<file path="src/rtl/pls_ram.sv">
`timescale 1ns / 1ps
// ----------------------------------------------------------------------------
// pls_ram
// Generic single write port, single read port RAM with registered read.
// ----------------------------------------------------------------------------
module pls_ram #(
   parameter int WIDTH = 8,
   parameter int DEPTH = 16
) (
   input  logic                     clock,
   input  logic                     wr_en,
   input  logic [$clog2(DEPTH)-1:0] wr_addr,
   input  logic [WIDTH-1:0]         wr_data,
   input  logic [$clog2(DEPTH)-1:0] rd_addr,
   output logic [WIDTH-1:0]         rd_data
);

   logic [WIDTH-1:0] mem_ff [DEPTH];
   logic [WIDTH-1:0] rd_data_ff;

   // write port and registered read
   always_ff @(posedge clock) begin
      if (wr_en) begin
         mem_ff[wr_addr] <= wr_data;
      end
      rd_data_ff <= mem_ff[rd_addr];
   end

   assign rd_data = rd_data_ff;

endmodule

</file>
<file path="config.mk">
export PLATFORM = sky130hd
export DESIGN_NAME = pls_ram
export DESIGN_NICKNAME = d
export VERILOG_FILES = /design/src/rtl/pls_ram.sv
export SDC_FILE = /design/constraint.sdc
export NUM_CORES = 1
export LEC_CHECK = 0
export ABC_AREA = 1
export BUFFER_PORTS_ARGS = -buffer_cell sky130_fd_sc_hd__buf_2
export CAP_MARGIN = 20
export CELL_PAD_IN_SITES_DETAIL_PLACEMENT = 0
export CELL_PAD_IN_SITES_GLOBAL_PLACEMENT = 1
export CORE_MARGIN = 2
export CORE_UTILIZATION = 45
export DETAILED_ROUTE_END_ITERATION = 8
export HOLD_SLACK_MARGIN = 0.15
export PLACE_DENSITY_LB_ADDON = 0.1
export SYNTH_ARGS = -nofsm -noshare
export SYNTH_HDL_FRONTEND = slang
export SYNTH_SLANG_ARGS = --single-unit
</file>
<file path="constraint.sdc">
create_clock -name clock -period 1.36 [get_ports clock]
set_input_delay 0.068 -clock clock [delete_from_list [all_inputs] [get_ports clock]]
set_output_delay 0.068 -clock clock [all_outputs]
set_load 0.1 [all_outputs]
</file>
; ---- Yosys cells after proc, flatten, opt, wreduce, memory -nomap -nowiden
; Memory sizes are Yosys's and may differ from the RTL's. A register that Yosys moved wholly into a read port is not among the register bits.
; Index checks and enable logic that the tools add are counted.
[totals]
ram_bits = 128
n_memories = 1
ff_bits = 0
wordCells = 3
in_bits = 18
[op_classes]
n_mux = 2
[mem_list]
columns = memory, words, word_bits, read_ports, rd_ports_with_merged_regs, write_ports, line_no
row1 = mem_ff, 16, 8, 1, 1, 1, 18  ; logic [WIDTH-1:0] mem_ff [DEPTH];
[op_table]
columns = cell, count
row1 = $mux 1, 2

; ---- Depth between registers and ports, before layout
; Gate-level depths: netlist of run 1.
[logic_depth]
ltp_word = 2
mapped_depth = 8
mapped_depth_nobuf = 7

; ---- Worst setup path before layout of run 1
; No wires, ideal clock.
[synth_timing]
path_type = input -> register
start = in wr_addr[2]
end = mem mem_ff[10][0], enable pin
path_slack_ps = 341
required_time_ps = 990
setup_time_ps = 370
n_path_buf = 0
stages = 2
arrival_ps = 649
cell_sequence = nand3b_1 > nor2_1
[synth_lines]
columns = element, line_no
row1 = "start, declared", 12  ; input logic [$clog2(DEPTH)-1:0] wr_addr,
row2 = "end, declared", 18
; No word-level cell before the write port.

; ---- Worst setup path after layout of run 1
[layout_timing]
start = reg rd_data_ff[7], in the netlist rd_data[7], read port of mem_ff
end = out rd_data[7]
[layout_lines]
columns = element, line_no
row1 = "start, declared", 19  ; logic [WIDTH-1:0] rd_data_ff;
row2 = "end, declared", 15  ; output logic [WIDTH-1:0] rd_data
; No word-level cell between the ends.

==> results of run 1 <==
==> cells in the final DEF, fill, tap and decap left out, drive strengths merged <==
master / n
edfxtp: 128
clkinvlp: 2
nand3: 97
inv: 102
clkbuf: 18
buf: 47
clkinv: 9
nand3b: 2
nor2: 17
dfxtp: 8
nand2: 173
bufinv: 2
dlygate4sd3: 9
==> layer usage <==
layer	vias to the layer above	part of all wire, %
li1	1873	-
met1	1779	46
met2	125	47
met3	22	5.6
met4	0	1.7
met5	-	0
==> worst paths after layout <==
check                 from         end  cells past startpoint
max             rd_data[7]  rd_data[7]                      1
min             rd_addr[2]  rd_data[0]                      5
max reg2reg   mem_ff[3][7]  rd_data[7]                      6
min reg2reg  mem_ff[10][7]  rd_data[7]                      6
==> power by group <==
part           leakage [nW]  switching [W]  internal [W]  total [W]
clock network         0.260        0.00160       0.00263    0.00423
logic                  1.46       0.000620      0.000198   0.000817
registers              1.22      0.0000277       0.00469    0.00472
==> registers in the layout, indices dropped and copies added, names as in the netlist <==
| register | flops |
|---|---|
| mem_ff | 128 |
| rd_data | 8 |
==> cell families (layout without fill, tap and decap cells) <==
kind of cell | Yosys count | in the layout | synth area share [%]
AND/OR/NAND/NOR | 289 | 289 | 21.0
flip-flops | 136 | 136 | 69.4
buffers and inverters | 126 | 189 | 9.52
==> tightest hold or removal path, cell delays in order <==
cell and delay (ps):
buf_2 110, buf_4 200, nand3_1 100, nand3_1 70
nand2_1 60
==> layout make-up <==
| cell class | instances | area, µm² | share of cell area, % |
|---|---|---|---|
| multi-input combinational | 289 | 1210 | 17.9 |
| inverter | 102 | 383 | 5.64 |
| timing repair buffer | 56 | 430 | 6.34 |
| clock inverter | 13 | 113 | 1.66 |
| tap | 172 | 215 | 3.17 |
| clock buffer | 18 | 429 | 6.32 |
| sequential | 136 | 4000 | 59.0 |
==> per-stage QoR <==
stage,total power [W],setup slack [ps],cell area [µm²]
after floorplan,0.00532,341,5770
after global placement,0.00561,97.6,6160
after detailed placement,0.00561,104,6160
after CTS,0.00983,43.4,6790
after global routing,0.0101,45.4,6790
final,0.00976,75.9,6790
==> summary.md, run 1 <==
| Metric | Value |
|---|---|
| Status | `completed` |
| Port-buffer cells | `25` |
| Vias in the first global route | `3576` |
| Final GP Congestion | `0.798` |
| Placed insts | `746` |
| Register area share after synthesis | `69.4%` |
| Resized Gates After CTS | `0` |
| LEAKAGE | `2.95 nW` |
| Global route hottest layer | `met2` |
| Number of max-cap violations | `0` |
| Pwr Density | `1440 nW/µm²` |
| Row count | `41` |
| Post-CTS Setup Repair Bufs | `0` |
| Critical Path Fanout Max | `1` |
| DP Wirelength | `8.40 mm` |
| Clk_lat worst skew | `420 ps` |
| Mapped Cells | `551` |
| CTS tree | `yes` |
| CP Data Arrival Time | `1220 ps` |
| DIE AREA | `13700 µm²` |
| Hold Path Class | `in -> reg` |
| Die Height | `117 µm` |
| CTS Hold Buffers Added | `9` |
| Asr flop ratio synth | `0%` |
| Via Count | `3799` |
| Area Overhead vs Synth | `17.7%` |
| Antenna viol nets, final | `0` |
| Core Util, Final | `54.0%` |
| Initial Util | `45.9%` |
| Proportion of layout cells with a drive suffix above 1 | `11.9%` |
| CP required | `1290 ps` |
| Crit path buf inv count | `1` |
| YS warnings | `0` |
| DRT iter0 DRCs | `336` |
| Prevailing post-synth register cell | `edfxtp_1` |
| Final setup viols | `0` |
| Crit path largest cell delay | `440 ps` |
| Nets | `620` |
| Seq cells post-synth | `136` |
| Fin crit share | `94.4%` |
| Worst Max-Slew Pin Slew | `628 ps` |
| Core Footprint | `12600 µm²` |
| M2 GR Usage | `33.6%` |
| Crit path capture type | `output pin` |
| Remaining DRCs | `0` |
| Max VDD drop | `0.000812 V` |
| Synth top area cells | `edfxtp_1 (67%), nand2_1 (11%), nand3_1 (8.4%), inv_1 (6.5%), dfxtp_1 (2.8%)` |
| Reg2reg setup slack | `330 ps` |
| Clock Sinks | `136` |
| RSZ-0062 raised after global routing | `false` |
| CTS max path bufs | `2` |
| Total Routing Usage GR | `22.0%` |
| Final WL | `13.7 mm` |
| Met3 GRT Util | `4.33%` |
| Crit path cell chain | `buf_2` |
| Iteration count of the initial detailed-routing pass | `5` |
| Slew HR | `58.1%` |
| DR WL/cell | `17.5 µm` |
| Hold WS | `215 ps` |
| Skew final | `5.14 ps` |
| Diodes inserted | `0` |
| Count leader, synth | `nand2_1` |
| Fin Setup TNS | `0 ps` |
| Post-synthesis cell type count | `12` |
| Pin count of the biggest net entering global routing | `65` |
| Die W | `117 µm` |
| Final non-filler cell total | `786` |
| Top cell type's share of synthesized area | `66.7%` |
| Met1 usage | `31.0%` |
| Crit-path slowest cell | `buf_2` |
| Syn avg cell area | `10.5 µm²` |
| H-tree depth | `4` |
| Via density | `4.83` |
| Synthesized area | `5770 µm²` |
| Period minus WS final | `1280 ps` |
| Clock tree root buffer cell | `clkbuf_16` |
| CTS clock-pin slew for the worst setup and hold paths | `60 ps` |
| Number of fill cells in the layout | `1128` |
| Most instantiated cells after synthesis | `nand2_1 (173), edfxtp_1 (128), inv_1 (100)` |
| Post-synth EDFFs | `128` |
| Mapped Nets | `569` |
| Cell family with most CP delay | `buffers and inverters` |
| Crit path kind | `reg -> out` |
| First-pass GRT wire length | `20.9 mm` |
| CTS Buf Count | `17` |
| FMAX | `779 MHz` |
| I/O pin count | `26` |
| Slew Viols, Final | `0` |
| GRT overflow | `0` |
| Dominant cell type by area after synthesis | `edfxtp_1` |
| Fin. Hold Viols | `0` |
| Initial antenna violation count | `0` |
| Worst Setup Start Kind | `register` |
(Power assumes the default switching activity.)
==> inputs of run 2 (changes only) <==
CTS_CLUSTER_DIAMETER = 200   (was default)
RECOVER_POWER = 25   (was default)
==> summary.md, run 2 (synthesis gave the netlist of run 1 again) <==
| Metric | Value |
|---|---|
| Status | `completed (unchanged)` |
| Crit path buf inv count | `1 (unchanged)` |
| GRT overflow | `0 (unchanged)` |
| Top routing layer in use | `met4 (unchanged)` |
| LEAKAGE | `2.90 nW (was 2.95 nW)` |
| Reg2reg setup slack | `330 ps (about the same)` |
| Commonest cells after routing, fill and taps aside | `nand2_1 (173), edfxtp_1 (128), inv_1 (100), nand3_1 (97), buf_2 (22) (was nand2_1 (173), edfxtp_1 (128), inv_1 (100), nand3_1 (97), buf_2 (25))` |
| Initial Util | `45.9% (unchanged)` |
| Fin. Hold Viols | `0 (unchanged)` |
| RSZ-0062 raised after global routing | `false (unchanged)` |
| Antenna viol nets, final | `0 (unchanged)` |
| Via density | `4.80 (was 4.83)` |
| Fin Setup TNS | `0 ps (unchanged)` |
| Hold Path Class | `in -> reg (unchanged)` |
| Proportion of layout cells with a drive suffix above 1 | `9.93% (was 11.9%)` |
| Register share of total power | `48.4% (was 48.3%)` |
| Clk pwr share | `43.3% (about the same)` |
| Fin crit share | `94.4% (about the same)` |
| Number of max-cap violations | `0 (unchanged)` |
| Number of fill cells in the layout | `1137 (was 1128)` |
| Port-buffer cells | `25 (unchanged)` |
| Vias in the first global route | `3576 (unchanged)` |
| Worst Setup Start Kind | `register (unchanged)` |
| Switching Share | `23.0% (about the same)` |
| Hold endpoint | `rd_data[0] (unchanged)` |
| Final setup viols | `0 (unchanged)` |
| Iteration count of the initial detailed-routing pass | `5 (unchanged)` |
| First-pass GRT wire length | `20.9 mm (unchanged)` |
| CTS Buf Count | `17 (unchanged)` |
| Die Height | `117 µm (unchanged)` |
| Initial antenna violation count | `0 (unchanged)` |
| Core Footprint | `12600 µm² (unchanged)` |
| Sw power | `0.00224 W (about the same)` |
| Logic pwr share | `8.3% (was 8.4%)` |
| Via Count | `3776 (was 3799)` |
| Area Overhead vs Synth | `17.1% (was 17.7%)` |
| Worst Max-Slew Pin Slew | `625 ps (was 628 ps)` |
| Hold WS | `213 ps (was 215 ps)` |
| Skew final | `5.73 ps (was 5.14 ps)` |
| Slew HR | `58.2% (was 58.1%)` |
| Crit path kind | `reg -> out (unchanged)` |
| Max FFs per register | `128 (unchanged)` |
| Slew Viols, Final | `0 (unchanged)` |
| R2R Path End | `rd_data[7] (unchanged)` |
| Clk_lat worst skew | `420 ps (about the same)` |
| Register area | `4000 µm² (unchanged)` |
| Most common cell after layout, fill and taps aside | `nand2_1 (unchanged)` |
| Max VDD drop | `0.000808 V (was 0.000812 V)` |
| Final GP Congestion | `0.798 (unchanged)` |
| Largest register by flop count | `mem_ff (unchanged)` |
| CP required | `1290 ps (about the same)` |
| DRT iter0 DRCs | `375 (was 336)` |
| Remaining DRCs | `0 (unchanged)` |
| FMAX | `779 MHz (about the same)` |
| CTS tree | `yes (unchanged)` |
| DR WL/cell | `17.5 µm (about the same)` |
| Crit path cell chain | `buf_2 (unchanged)` |
| Crit-path slowest cell | `buf_2 (unchanged)` |
| CP Data Arrival Time | `1220 ps (about the same)` |
| CTS clock-pin slew for the worst setup and hold paths | `60 ps (about the same)` |
| Die W | `117 µm (unchanged)` |
| CTS max path bufs | `2 (unchanged)` |
| Cell family with most CP delay | `buffers and inverters (unchanged)` |
| Met3 wire len | `743 µm (was 772 µm)` |
| Row count | `41 (unchanged)` |
| DIE AREA | `13700 µm² (unchanged)` |
| DP Wirelength | `8.40 mm (unchanged)` |
| Period minus WS final | `1280 ps (about the same)` |
| Crit path capture type | `output pin (unchanged)` |
| Resized Gates After CTS | `0 (unchanged)` |
| Clock tree root buffer cell | `clkbuf_16 (unchanged)` |
| Pwr Density | `1440 nW/µm² (about the same)` |
| Metal2 WL | `6.38 mm (was 6.44 mm)` |
| DRT met1 WL | `6.37 mm (was 6.30 mm)` |
| Internal power | `0.00751 W (about the same)` |
| Clock Sinks | `136 (unchanged)` |
| Multi-input gate area | `1210 µm² (unchanged)` |
| Crit path largest cell delay | `440 ps (about the same)` |
| Nets | `620 (unchanged)` |
| Total Routing Usage GR | `22.0% (unchanged)` |
| Worst R2R Path Depth | `6 (unchanged)` |
| I/O pin count | `26 (unchanged)` |
| Critical Path Fanout Max | `1 (unchanged)` |
| Worst hold stages | `5 (unchanged)` |
| Post-CTS Setup Repair Bufs | `0 (unchanged)` |
| Diodes inserted | `0 (unchanged)` |
| H-tree depth | `4 (unchanged)` |
| Pin count of the biggest net entering global routing | `65 (unchanged)` |
| Hold_sp | `rd_addr[2] (unchanged)` |
| Final WL | `13.7 mm (about the same)` |
| R2R Path Start | `mem_ff[3][7] (unchanged)` |
-- run 2: changes by cell type in the layout (fill, tap and decap cells not counted) --
cell      before  now
clkbuf_1       1   13
buf_4         18    9
buf_2         25   22
-- run 2: layout make-up --
cell class              count  share of cell area (%)
clock inverters            13                    1.67
repair buffers             56                    5.82
flip-flops and latches    136                    59.3
well taps                 172                    3.19
multi-input cells         289                    18.0
inverters                 102                    5.67
clock buffers              18                    6.36
-- run 2: power by group through the flow --
stage               clock, W  combinational [W]  sequential, W
floorplan                  0           0.000331        0.00499
global placement           0           0.000805        0.00480
detailed placement         0           0.000805        0.00480
CTS                  0.00428           0.000827        0.00472
global route         0.00446           0.000880        0.00472
finish               0.00422           0.000812        0.00472
-- run 2: layer usage --
layer,GRT usage (%),up-vias
met5,0,-
met4,8.94,0
met3,4.33,20
met2,33.6,124
met1,31.0,1759
li1,-,1873
-- run 2: repair_timing --
item,4_1_cts,5_1_grt
hold buffers,9,0
hold endpoints to repair,136,0
endpoints found under the setup margin,0,0
-- run 2: stage by stage --
step | instance area (µm²) | worst slack (ps) | instances | util [%] | power, W
2_1_floorplan | 5770 | 341 | 551 | - | 0.00532
3_3_place_gp | 6160 | 97.6 | 746 | 49.0 | 0.00561
3_5_place_dp | 6160 | 104 | 746 | 49.0 | 0.00561
4_1_cts | 6790 | 43.4 | 786 | 54.0 | 0.00983
5_1_grt | 6750 | 45.4 | 786 | 53.7 | 0.0101
6_report | 6750 | 76.0 | 786 | 53.7 | 0.00975
-- run 2: worst max-delay path by stage --
stage | from | end | slack, ps | cells past startpoint
2_1_floorplan | wr_addr[2] | mem_ff[10][0] | 340 | 2
3_3_place_gp | rd_addr[1] | rd_data[1] | 100 | 6
3_5_place_dp | rd_addr[1] | rd_data[5] | 100 | 6
4_1_cts | rd_data[7] | rd_data[7] | 40 | 1
5_1_grt | rd_data[7] | rd_data[7] | 50 | 1
6_report | rd_data[7] | rd_data[7] | 80 | 1
